### config.mk
export PLATFORM = sky130hd
export DESIGN_NAME = wc3_sum
export DESIGN_NICKNAME = d
export VERILOG_FILES = /design/src/rtl/wc3_pkg.sv /design/src/rtl/wc3_sum.sv
export VERILOG_INCLUDE_DIRS = /design/src /design/src/rtl
export SDC_FILE = /design/constraint.sdc
export NUM_CORES = 1
export LEC_CHECK = 0
export BUFFER_PORTS_ARGS = -buffer_cell sky130_fd_sc_hd__buf_2
export CAP_MARGIN = 20
export CORE_AREA = 2 2 141 143
export CTS_CLUSTER_DIAMETER = 40
export DETAILED_ROUTE_END_ITERATION = 6
export DIE_AREA = 0 0 143 145
export GPL_ROUTABILITY_DRIVEN = 0
export GPL_TIMING_DRIVEN = 0
export SYNTH_ARGS = -nofsm -noshare
export SYNTH_HDL_FRONTEND = slang
export SYNTH_SLANG_ARGS = --single-unit
### constraint.sdc
create_clock -name clk -period 3.04 [get_ports clk]
set_input_delay 0.608 -clock clk [delete_from_list [all_inputs] [get_ports clk]]
set_output_delay 0.608 -clock clk [all_outputs]
set_load 0.02 [all_outputs]
### src/rtl/assert_macros.svh
// ----------------------------------------------------------------------------
// Assertion macros
// Clocked checks on clk, disabled while rst_n is low.
// ----------------------------------------------------------------------------
`ifndef ASSERT_MACROS_SVH
`define ASSERT_MACROS_SVH

// Same-cycle implication: prop is any property expression.
`define ASSERT_CLK(label, prop, msg) \
  label: assert property (@(posedge clk) disable iff (!rst_n) (prop)) else $error(msg);

// Next-cycle implication: when cond holds, conseq holds in the cycle after.
`define ASSERT_NEXT(label, cond, conseq, msg) \
  label: assert property (@(posedge clk) disable iff (!rst_n) (cond) |=> (conseq)) \
    else $error(msg);

`endif

### src/rtl/wc3_pkg.sv
// ----------------------------------------------------------------------------
// wc3_pkg
// Shared widths, register indexes and item types of the 3x3 window filter.
// ----------------------------------------------------------------------------
`timescale 1ns / 1ps

package wc3_pkg;

  localparam int PIXEL_BITS = 8;
  localparam int COEF_BITS  = 8;
  localparam int KSIZE      = 3;
  localparam int TAPS       = KSIZE * KSIZE;
  localparam int DIM_W      = 11;
  localparam int KROW_W     = KSIZE * COEF_BITS;
  localparam int CFG_IDX_W  = 3;
  localparam int CFG_DATA_W = 24;
  localparam int OUT_W      = 20;
  localparam int PROD_W     = COEF_BITS + PIXEL_BITS + 1;
  localparam int ROW_W      = PROD_W + 2;
  localparam int SUM_W      = PROD_W + 4;
  localparam int MIN_DIM    = 3;

  localparam logic [DIM_W-1:0] DIM_RESET = DIM_W'(1024);

  typedef enum logic [CFG_IDX_W-1:0] {
    REG_WIDTH  = 3'd0,
    REG_HEIGHT = 3'd1,
    REG_KTOP   = 3'd2,
    REG_KMID   = 3'd3,
    REG_KBOT   = 3'd4
  } cfg_reg_t;

  // Row 0 is the top kernel row; left coefficient in the low byte.
  typedef logic [KSIZE-1:0][KROW_W-1:0] kernel_t;

  typedef struct packed {
    logic [PIXEL_BITS-1:0] pixel;
    logic                  frame_start;
  } in_item_t;

  typedef struct packed {
    logic signed [OUT_W-1:0] filtered_value;
    logic                    row_end;
    logic                    frame_end;
  } out_item_t;

  // Pixel plus position flags resolved by the counters.
  typedef struct packed {
    logic [PIXEL_BITS-1:0] pixel;
    logic                  produce;
    logic                  row_end;
    logic                  frame_end;
  } pos_t;

  // Nine registered products, index row*KSIZE + column.
  typedef struct packed {
    logic [TAPS-1:0][PROD_W-1:0] prod;
    logic                        row_end;
    logic                        frame_end;
  } prod_item_t;

endpackage

### src/rtl/wc3_sum.sv
// ----------------------------------------------------------------------------
// wc3_sum
// Two-level adder tree over the nine products, with the output register.
// ----------------------------------------------------------------------------
`timescale 1ns / 1ps
`include "assert_macros.svh"

module wc3_sum (
  input  logic                clk,
  input  logic                rst_n,
  input  logic                p_valid,
  output logic                p_ready,
  input  wc3_pkg::prod_item_t p_item,
  output logic                out_valid,
  input  logic                out_ready,
  output wc3_pkg::out_item_t  out_item
);

  import wc3_pkg::*;

  logic                    rs_v_r;
  logic signed [ROW_W-1:0] rs_r   [KSIZE];
  logic signed [ROW_W-1:0] rs_nxt [KSIZE];
  logic                    rs_row_end_r;
  logic                    rs_frame_end_r;
  logic signed [SUM_W-1:0] total;
  logic                    rs_go;
  logic                    p_acc;
  logic                    out_valid_r;
  out_item_t               out_r;

  assign rs_go   = rs_v_r && (!out_valid_r || out_ready);
  assign p_ready = !rs_v_r || rs_go;
  assign p_acc   = p_valid && p_ready;

  always_comb begin
    for (int i = 0; i < KSIZE; i++) begin
      rs_nxt[i] = ROW_W'($signed(p_item.prod[i*KSIZE]))
                + ROW_W'($signed(p_item.prod[i*KSIZE+1]))
                + ROW_W'($signed(p_item.prod[i*KSIZE+2]));
    end
  end

  assign total = SUM_W'(rs_r[0]) + SUM_W'(rs_r[1]) + SUM_W'(rs_r[2]);

  always_ff @(posedge clk) begin
    if (!rst_n) begin
      rs_v_r      <= 1'b0;
      out_valid_r <= 1'b0;
    end else begin
      if (p_acc) begin
        rs_v_r <= 1'b1;
      end else if (rs_go) begin
        rs_v_r <= 1'b0;
      end
      if (rs_go) begin
        out_valid_r <= 1'b1;
      end else if (out_ready) begin
        out_valid_r <= 1'b0;
      end
    end
  end

  always_ff @(posedge clk) begin
    if (p_acc) begin
      rs_r           <= rs_nxt;
      rs_row_end_r   <= p_item.row_end;
      rs_frame_end_r <= p_item.frame_end;
    end
    if (rs_go) begin
      out_r.filtered_value <= total[OUT_W-1:0];
      out_r.row_end        <= rs_row_end_r;
      out_r.frame_end      <= rs_frame_end_r;
    end
  end

  assign out_valid = out_valid_r;
  assign out_item  = out_r;

  `ASSERT_NEXT(a_rs_hold, rs_v_r && !rs_go, rs_v_r && $stable(rs_r[0]) && $stable(rs_r[2]), "row-sum stage changed while stalled")

endmodule

== Word level (Yosys, flattened, before mapping) ==
Cells that the tools add are included.

* Word-level logic and storage cells: 30
* Input port bits: 159
* Register bits after elaboration: 83

* Mux-type cells: 4
* Reduce and logical (&&, ||, !) cells: 8
* Add/sub/neg operators: 8

{| class="wikitable"
|+ Operator list
! operator !! count
|-
| 18-bit by 17-bit adder with 19-bit output || 3
|-
| 17-bit by 17-bit adder with 18-bit output || 3
|-
| 19-bit by 19-bit adder with 20-bit output || 1
|-
| 20-bit by 19-bit adder with 20-bit output || 1
|-
| 1-bit two-way mux || 4
|-
| 2-bit nonzero test || 2
|-
| 1-bit logical AND || 2
|-
| 1-bit logical NOT || 2
|-
| 1-bit logical OR || 2
|}

== Logic depth before layout (Yosys ltp) ==
Gate-level depths: netlist of the first run.

* Depth after elaboration: 6
* Mapped depth: 12
* Gate-level depth less buffers: 12

== Worst setup path after synthesis of the first run ==
No wires, ideal clock.

* Kind: in2reg
* From: in p_item[105] (netlist name)
* To: reg rs_r[13] (netlist name), data pin
* Data arrival time: 2.695 ns
* Path slack: 0.076 ns
* Stages: 10
* Setup time: 0.268 ns
* Data required time: 2.772 ns
* Path buffers: 0
* Path through: fa_1 ha_1 inv_1 fa_1 nor2b_4 o31a_1 or2_4 o41ai_4 o21a_1 o211ai_1

{| class="wikitable"
|+ RTL lines
! item !! line !! RTL
|-
| start: declaration || wc3_sum.sv:13 || <nowiki>input wc3_pkg::prod_item_t p_item,</nowiki>
|-
| end signal: assignment || wc3_sum.sv:66 || <nowiki>rs_r <= rs_nxt;</nowiki>
|-
| end: declaration || wc3_sum.sv:22 || <nowiki>logic signed [ROW_W-1:0] rs_r [KSIZE];</nowiki>
|}

==> results of run 1 <==
## cell usage after synthesis (all sizes together) (3+ instances only)
cell / instances
a31oi: 7
a221oi: 3
ha: 69
nand2: 38
a21oi: 58
nand3b: 4
edfxtp: 81
clkbuf: 7
o221ai: 3
nand4: 5
o21ai: 32
nor2: 49
nor2b: 13
and3: 8
xor2: 18
o211ai: 11
nor3: 15
a211o: 3
inv: 52
o21bai: 5
nand2b: 9
xnor2: 33
a211oi: 11
a2111oi: 6
a21o: 19
nand3: 9
o22ai: 3
buf: 4
fa: 74
and2: 4
o21a: 8
## flip-flops by register name, summed over array words and instances (netlist names)
name / flops
out_item: 22
rs_v_r: 1
rs_row_end_r: 1
rs_frame_end_r: 1
out_valid: 1
rs_r: 57
## where the power goes
group	leakage (nW)	switching (mW)	internal, mW
combinational	3.04	2.60	1.96
clock	0.138	0.399	0.634
sequential	0.798	0.146	1.88
## placed cells by master (no fill, tap or decap), drive strengths merged, types with 3 or more instances in the layout
cell type	netlist	final
a2111oi	6	6
a211o	3	3
a211oi	11	11
a21o	19	19
a21oi	58	58
a221oi	3	3
a31oi	7	7
and2	4	4
and3	8	8
buf	4	191
clkbuf	7	20
edfxtp	81	81
fa	74	74
ha	69	69
inv	52	52
nand2	38	38
nand2b	9	9
nand3	9	9
nand3b	4	4
nand4	5	5
nor2	49	49
nor2b	13	13
nor3	15	15
o211ai	11	11
o21a	8	8
o21ai	32	32
o21bai	5	5
o221ai	3	3
o22ai	3	3
xnor2	33	33
xor2	18	18
## per-layer routing
layer  up-vias  track usage (%)  part of all wire, %
li1       2924                -                    -
met1      2772             20.3                   44
met2       121             28.7                   51
met3        12             2.24                  4.0
met4         0             2.92                  1.0
met5         -                0                    0
## path summary, 6_finish.rpt
check            endpoint  slack, ps          from  cells after the start
min reg2reg   out_item[1]        420  rs_row_end_r                      0
min           out_item[1]        420  rs_row_end_r                      0
max reg2reg  out_item[17]        180      rs_r[39]                     10
max              rs_r[52]         70     p_item[9]                      9
## cells by family (layout without fill, tap and decap cells)
kind of cell	after synthesis	count (layout)	share of synthesized area [%]
AOI/OAI and AO/OA	188	188	16.5
xor gates and xnor gates	51	51	5.89
adders and majority gates	143	143	30.9
buffers and inverters	63	266	3.33
DFF	83	83	32.6
muxes	2	2	0.264
and+or+nand+nor	163	163	10.5
## layout make-up
class                      count  share of cell area, %
buffer                        11                  0.622
clock buffer                  13                   2.60
clock inverter                 3                  0.433
inverter                      52                   2.11
multi-input combinational    547                   53.4
sequential                    83                   26.7
tap                          265                   3.58
timing repair buffer         187                   10.5
## worst max-delay path: stages
cell and delay [ps]:
buf_2 110, fa_1 510, ha_1 390, and2_1 230, and3_1 200, a211oi_2 390, a21oi_2 170, a211oi_1 330
xnor2_1 110
## timing repair
item,in CTS,in global routing
buffers inserted,0,3
pin swaps,1,11
gates resized for setup,5,18
setup endpoints to repair,4,13
==> out/qor.csv, run 1 <==
stage;metric;value;unit
floorplanning;die span in x;143;um
synthesis;Post-Synthesis Cell Area;7590;um^2
synthesis;Synth area leader;edfxtp_1;
pwr;total power;7.62;mW
floorplanning;Die Height;145;um
synthesis;Yosys warnings;0;
floorplanning;Initial Util;39.5;%
pwr;Worst IR Drop VDD;0.450;mV
synthesis;Synth Register Bits;83;
synthesis;Synth Flop Type;edfxtp_1;
layout;area of the multi-input gates;4940;um^2
layout;utilization of the core after routing;48.2;%
synthesis;Gate Count Post-Synth;693;
floorplanning;core area;19200;um^2
sta;worst-margin pin slew;650;ps
pwr;P_leak;3.97;nW
sta;relative slew slack;56.6;%
global_route;Congestion Overflow GR;0;
clocking;worst skew pair latency;330;ps
clocking;H-Tree Depth;3;
global_route;largest net degree at the start of global routing;37;
drt;Via density;5.02;
synthesis;Area contributors post-synth;edfxtp_1 (32%), fa_1 (20%), ha_1 (11%), xnor2_1 (3.8%), a21oi_1 (3.8%);
sta;Final Hold Violating Endpoints;0;
layout;synthesis-to-finish area growth;21.9;%
drt;Vias;5829;
synthesis;net count after synthesis;995;
drt;DRC violations left;0;
layout;Finished Cell Area;9250;um^2
layout;FILL cells;1780;
critical_path;crit path kind;in2reg;
synthesis;area share of the largest cell type after synthesis;32.1;%
synthesis;Post-synth ARST share;0;%
critical_path;Startpoint Class;input port;
floorplanning;IO Count;183;
layout;NumNets Final;1193;
placed_design;worst slack, placed;-392;ps
sta;Pins Over Slew Limit;0;
layout;Antenna diodes;0;
placed_design;post-place instance area;8870;um^2
placed_design;HPWL after detailed placement;13400;um
clocking;Hold Buf Count CTS;0;
sta;final clock skew;6.19;ps
run;Max Cap Viol;0;
floorplanning;Die Area;20700;um^2
sta;f_max;337;MHz
drt;Iter 0 DRT Violations;377;
synthesis;number of flops mapped to enable cells by yosys;81;
min_path;class of the worst hold path;reg2reg;
synthesis;post-synth cell types;62;
sta;setup slack after layout;71.3;ps
clocking;clock slew at reported path FFs;60;ps
critical_path;Worst Setup End Kind;register;
synthesis;sequential area share after synthesis;32.6;%
global_route;first-pass GRT wire length;26600;um
clocking;clock tree root buffer cell;clkbuf_16;
global_route;initial antenna violation count;0;
placed_design;I/O Buffers;182;
global_route;global-route usage over all layers;15.9;%
sta;Min Hold Slack;417;ps
drt;Final ANT Viol Nets;0;
clocking;Num CTS Buffers;9;
sta;final cycle utilization of the critical path;97.7;%
status;status;completed;
clocking;Max Buffers Root-to-Sink;2;
drt;First-pass DRT Iterations;4;
clocking;CTS tree;built;
sta;fin crit period;2970;ps
sta;Fin Setup TNS;0;ps
pwr;PD cells;824;nW/um^2
drt;DRT Wirelength;16200;um
sta;# setup viols final;0;
critical_path;crit path max fanout;5;
critical_path;arrival time of the worst setup path;3040;ps
layout;share of layout cells above drive strength 1;25.9;%
clocking;Sink Count;83;
floorplanning;Site Rows;51;
drt;routed len/inst;14.0;um
global_route;vias in the first global route;5772;
critical_path;Req. time, crit path;3110;ps
layout;FF+latch area;2470;um^2
synthesis;mean area per synthesized cell;10.9;um^2
placed_design;placed insts;1142;
layout;fin cells;1161;
Note: power is estimated with default switching activity, not from simulation.
==> run 2, diff against run 1 <==
--- a/config.mk
+++ b/config.mk
@@ -14,6 +14,7 @@
 export DIE_AREA = 0 0 143 145
 export GPL_ROUTABILITY_DRIVEN = 0
 export GPL_TIMING_DRIVEN = 0
+export PLACE_DENSITY = 0.66
 export SYNTH_ARGS = -nofsm -noshare
 export SYNTH_HDL_FRONTEND = slang
 export SYNTH_SLANG_ARGS = --single-unit
==> run 2 against run 1 <==
  * First-iteration DRC count decreased by 15%
  * Fmax decreased by 2.0%
  * Sequential share of layout area increased by 0.058 points
  * Sequential power about the same
  * Largest power group unchanged
  * Worst setup slack got worse by 62 ps
  * Clock-buffer cell count decreased by 3
  * Critical path depth unchanged
==> out/qor.csv, run 2 (synthesis results as in run 1) <==
stage;metric;value;unit;change
layout;Reg with most FFs;rs_r;;unchanged
clocking;worst skew pair latency;340;ps;was 330 ps
placed_design;post-place instance area;8870;um^2;unchanged
critical_path;arrival time of the worst setup path;3120;ps;was 3040 ps
min_path;class of the worst hold path;reg2reg;;unchanged
layout;most frequent cells in the layout;buf_2 (184), edfxtp_1 (81), fa_1 (74), ha_1 (67);;was buf_2 (184), edfxtp_1 (81), fa_1 (72), ha_1 (66), a21oi_1 (52)
floorplanning;die span in x;143;um;unchanged
sta;final clock skew;4.06;ps;was 6.19 ps
clocking;Sink Count;83;;unchanged
min_path;Worst Hold End;out_item[1];;unchanged
sta;relative slew slack;48.5;%;was 56.6%
critical_path;worst reg-to-reg setup slack;120;ps;was 180 ps
min_path;cell depth of the worst hold path;0;;unchanged
clocking;clock slew at reported path FFs;60;ps;about the same
global_route;vias in the first global route;5820;;was 5772
critical_path;FF-to-FF End;out_item[20];;was out_item[17]
clocking;H-Tree Depth;3;;unchanged
layout;Largest register FFs;57;;unchanged
critical_path;Worst Setup End Kind;register;;unchanged
drt;Via density;5.05;;was 5.02
layout;share of layout cells above drive strength 1;25.4;%;was 25.9%
pwr;total power;7.62;mW;about the same
drt;DRC violations left;0;;unchanged
clocking;Max Buffers Root-to-Sink;2;;unchanged
drt;First-pass DRT Iterations;7;;was 4
global_route;global-route usage over all layers;16.2;%;was 15.9%
global_route;Congestion Overflow GR;0;;unchanged
sta;final cycle utilization of the critical path;99.7;%;was 97.7%
sta;f_max;330;MHz;was 337 MHz
floorplanning;Die Area;20700;um^2;unchanged
layout;Antenna diodes;0;;unchanged
floorplanning;core area;19200;um^2;unchanged
drt;DRT Wirelength;16200;um;about the same
clocking;CTS tree;built;;unchanged
critical_path;crit path kind;in2reg;;unchanged
layout;commonest non-fill, non-tap cell in the layout;buf_2;;unchanged
clocking;Num CTS Buffers;9;;unchanged
min_path;Hold Startpoint;rs_row_end_r;;unchanged
global_route;first-pass GRT wire length;26800;um;was 26600 um
sta;fin crit period;3030;ps;was 2970 ps
layout;Finished Cell Area;9230;um^2;was 9250 um^2
drt;Iter 0 DRT Violations;322;;was 377
sta;Pins Over Slew Limit;0;;unchanged
layout;NumNets Final;1191;;was 1193
sta;# setup viols final;0;;unchanged
pwr;P_leak;3.97;nW;about the same
layout;synthesis-to-finish area growth;21.6;%;was 21.9%
floorplanning;IO Count;183;;unchanged
floorplanning;Site Rows;51;;unchanged
run;Max Cap Viol;0;;unchanged
global_route;initial antenna violation count;0;;unchanged
drt;Vias;5855;;was 5829
critical_path;Req. time, crit path;3130;ps;was 3110 ps
floorplanning;Initial Util;39.5;%;unchanged
sta;Min Hold Slack;426;ps;was 417 ps
drt;Final ANT Viol Nets;0;;unchanged
placed_design;I/O Buffers;182;;unchanged
sta;Final Hold Violating Endpoints;0;;unchanged
clocking;clock tree root buffer cell;clkbuf_16;;unchanged
critical_path;Startpoint Class;input port;;unchanged
sta;worst-margin pin slew;773;ps;was 650 ps
floorplanning;Die Height;145;um;unchanged
critical_path;crit path max fanout;4;;was 5
global_route;largest net degree at the start of global routing;32;;was 37
placed_design;HPWL after detailed placement;13600;um;was 13400 um
critical_path;depth of the most critical reg-to-reg path;7;;was 10
critical_path;worst r2r src;rs_r[7];;was rs_r[39]
pwr;PD cells;826;nW/um^2;was 824 nW/um^2
drt;routed len/inst;14.0;um;about the same
pwr;Worst IR Drop VDD;0.389;mV;was 0.450 mV
status;status;completed;;unchanged
layout;FILL cells;1783;;was 1780
clocking;Hold Buf Count CTS;0;;unchanged
## run 2: through the flow
stage	util (%)	setup TNS [ps]	instances	setup slack [ps]
after floorplan	-	0	693	76.2
after global placement	46.0	-15400	1140	-509
after detailed placement	46.2	-3870	1142	-547
after CTS	47.7	-2.67	1158	-2.67
after global routing	48.0	-18.9	1159	-18.9
final	48.0	0	1159	9.19
## run 2: cell type report
type | instances | area, um^2 | share of cell area [%]
Multi-Input combinational cell | 547 | 4930 | 53.5
Sequential cell | 83 | 2470 | 26.8
Timing Repair Buffer | 185 | 953 | 10.3
Tap cell | 265 | 332 | 3.59
Clock buffer | 10 | 229 | 2.48
Inverter | 52 | 195 | 2.11
Buffer | 11 | 57.6 | 0.624
Clock inverter | 6 | 56.3 | 0.610
## run 2: worst max-delay path by stage
stage	slack, ps	to	startpoint
finish	9	rs_r[33]	p_item[55]
global route	-20	rs_r[36]	p_item[54]
CTS	-3	rs_r[36]	p_item[54]
detailed placement	-550	rs_r[36]	p_item[54]
global placement	-510	rs_r[36]	p_item[54]
floorplan	80	rs_r[13]	p_item[105]
## run 2: what timing repair did
action                     in CTS  in global routing
gates resized for setup         4                 16
setup endpoints to repair       4                 12
pin swaps                       1                  8
setup buffers                   0                  1
## run 2: critical path, cell delays in order
cell	delay, ps
buf_2	110
fa_1	530
ha_1	330
a211o_1	310
a211oi_1	450
o21ai_0	230
a21oi_2	280
o21ai_0	130
xor2_1	150
## run 2: power by group
part | internal [mW] | switching, mW | total (mW)
clock | 0.628 | 0.423 | 1.05
combinational | 1.94 | 2.59 | 4.53
sequential | 1.88 | 0.158 | 2.04
total | 4.45 | 3.17 | 7.62
## run 2: metal layers
metal	up-vias	global-route usage, %	share of wire (%)
li1	2917	-	-
met1	2752	20.5	44
met2	159	27.3	48
met3	27	3.04	4.6
met4	0	6.09	2.8
met5	-	0	0
==> run 3, diff against run 2 <==
--- a/config.mk
+++ b/config.mk
@@ -14,7 +14,7 @@
 export DIE_AREA = 0 0 143 145
 export GPL_ROUTABILITY_DRIVEN = 0
 export GPL_TIMING_DRIVEN = 0
-export PLACE_DENSITY = 0.66
+export PLACE_DENSITY_LB_ADDON = 0.25
 export SYNTH_ARGS = -nofsm -noshare
 export SYNTH_HDL_FRONTEND = slang
 export SYNTH_SLANG_ARGS = --single-unit
==> run 3 against run 2 <==
  * Power increased by 0.98%
  * Sequential share of layout area fell by 0.11 points
  * Cell count is essentially flat
  * Routed wire length grew 0.29%
  * Largest cell class unchanged
==> out/qor.csv, run 3 (synthesis results as in run 1) <==
stage;metric;value;unit;change
clocking;Max Buffers Root-to-Sink;2;;unchanged
sta;Min Hold Slack;432;ps;was 426 ps
critical_path;Req. time, crit path;3110;ps;was 3130 ps
placed_design;I/O Buffers;182;;unchanged
layout;NumNets Final;1192;;was 1191
critical_path;arrival time of the worst setup path;3020;ps;was 3120 ps
placed_design;HPWL after detailed placement;13600;um;about the same
drt;Vias;5835;;was 5855
global_route;Congestion Overflow GR;0;;unchanged
sta;final clock skew;4.29;ps;was 4.06 ps
sta;# setup viols final;0;;unchanged
clocking;Hold Buf Count CTS;0;;unchanged
global_route;first-pass GRT wire length;27000;um;was 26800 um
sta;final cycle utilization of the critical path;96.7;%;was 99.7%
drt;M1 WL;7120;um;was 7190 um
clocking;worst skew pair latency;340;ps;about the same
critical_path;CP max stage delay;490;ps;was 530 ps
global_route;largest net degree at the start of global routing;39;;was 32
layout;Finished Cell Area;9270;um^2;was 9230 um^2
global_route;global-route usage over all layers;16.3;%;was 16.2%
drt;DR WL met2;8170;um;was 7840 um
drt;Iter 0 DRT Violations;377;;was 322
placed_design;post-place instance area;8870;um^2;unchanged
floorplanning;Die Height;145;um;unchanged
clocking;CTS tree;built;;unchanged
status;status;completed;;unchanged
sta;Pins Over Slew Limit;0;;unchanged
global_route;vias in the first global route;5823;;was 5820
floorplanning;Die Area;20700;um^2;unchanged
layout;Reg with most FFs;rs_r;;unchanged
layout;synthesis-to-finish area growth;22.1;%;was 21.6%
floorplanning;IO Count;183;;unchanged
min_path;class of the worst hold path;reg2reg;;unchanged
critical_path;Worst Setup End Kind;register;;unchanged
layout;FILL cells;1808;;was 1783
clocking;Sink Count;83;;unchanged
pwr;PD cells;830;nW/um^2;was 826 nW/um^2
critical_path;crit path max fanout;4;;unchanged
layout;Antenna diodes;0;;unchanged
sta;relative slew slack;60.3;%;was 48.5%
drt;DRC violations left;0;;unchanged
drt;Top Layer Used;met4;;unchanged
clocking;H-Tree Depth;3;;unchanged
critical_path;Slowest-stage cell, CP;fa_1;;unchanged
critical_path;Cell Chain, Critical Path;buf_2, fa_1, ha_2, inv_1, fa_2, nor2b_4, o31a_1, or2_4, o41ai_4, o211ai_1, xnor2_1;;was buf_2, fa_1, ha_1, a211o_1, a211oi_1, o21ai_0, a21oi_2, o21ai_0, xor2_1
drt;routed len/inst;14.0;um;about the same
critical_path;crit path kind;in2reg;;unchanged
drt;DRT Wirelength;16300;um;was 16200 um
sta;worst-margin pin slew;596;ps;was 773 ps
layout;most frequent cells in the layout;buf_2 (184), edfxtp_1 (81), fa_1 (72), ha_1 (66), a21oi_1 (53);;was buf_2 (184), edfxtp_1 (81), fa_1 (74), ha_1 (67)
pwr;P_leak;3.98;nW;was 3.97 nW
pwr;total power;7.69;mW;was 7.62 mW
global_route;initial antenna violation count;0;;unchanged
clocking;clock slew at reported path FFs;60;ps;about the same
drt;Via density;5.03;;was 5.05
sta;fin crit period;2940;ps;was 3030 ps
layout;commonest non-fill, non-tap cell in the layout;buf_2;;unchanged
sta;f_max;340;MHz;was 330 MHz
drt;metal3 WL;693;um;was 755 um
floorplanning;core area;19200;um^2;unchanged
clocking;clock tree root buffer cell;clkbuf_16;;unchanged
floorplanning;die span in x;143;um;unchanged
drt;First-pass DRT Iterations;5;;was 7
run;Max Cap Viol;0;;unchanged
floorplanning;Initial Util;39.5;%;unchanged
floorplanning;Site Rows;51;;unchanged
clocking;Num CTS Buffers;9;;unchanged
sta;Final Hold Violating Endpoints;0;;unchanged
critical_path;Startpoint Class;input port;;unchanged
pwr;Worst IR Drop VDD;0.376;mV;was 0.389 mV
layout;Largest register FFs;57;;unchanged
layout;share of layout cells above drive strength 1;25.8;%;was 25.4%
drt;Final ANT Viol Nets;0;;unchanged
run 3: cell types whose count changed in the layout (fill, tap and decap cells not counted), sizes merged:
cell	before	now
clkinv	4	2
buf	189	190
bufinv	1	2
clkbuf	17	18
run 3: cell type report:
class	instances	area [um^2]	share of cell area, %
clock inverter	5	77.6	0.837
inverter	52	195	2.11
sequential	83	2470	26.7
timing repair buffer	186	961	10.4
multi-input combinational	547	4940	53.3
clock buffer	11	233	2.51
buffer	11	57.6	0.621
tap	265	332	3.58
run 3: through the flow:
stage               utilization [%]  setup slack (ps)  setup TNS (ps)  instances
global route                   48.2             -12.6           -12.6       1160
CTS                            47.8              9.42               0       1158
floorplan                         -              76.2               0        693
detailed placement             46.2              -372           -2860       1142
finish                         48.2              99.1               0       1160
global placement               46.0              -354          -18710       1140
run 3: final timing paths:
path	from	to	slack, ps	cells after the start
max	p_item[105]	rs_r[17]	100	11
min	rs_row_end_r	out_item[1]	430	0
max reg2reg	rs_r[1]	out_item[17]	170	10
min reg2reg	rs_row_end_r	out_item[1]	430	0
run 3: report_power, final:
group          switching (mW)  internal, mW  total, mW
Clock                   0.425         0.717       1.14
Sequential              0.149          1.88       2.03
Combinational            2.59          1.94       4.52
Total                    3.16          4.53       7.69
run 3: what timing repair did:
action,4_1_cts,5_1_grt
resized for setup,3,18
buffers inserted,0,2
pin swaps,1,8
setup endpoints to repair,4,12
run 3: per-layer routing:
metal	GRT usage [%]	vias up
met1	20.7	2747
met5	0	-
met3	2.71	22
met4	4.41	0
li1	-	2925
met2	28.4	141
run 3: worst max-delay path, delay by kind of cell:
kind / cells / cell delay, ps
buf+inv: 2 / 180
compound gates: 3 / 810
simple gates: 2 / 310
fa+ha+maj: 3 / 940
xor+xnor: 1 / 180
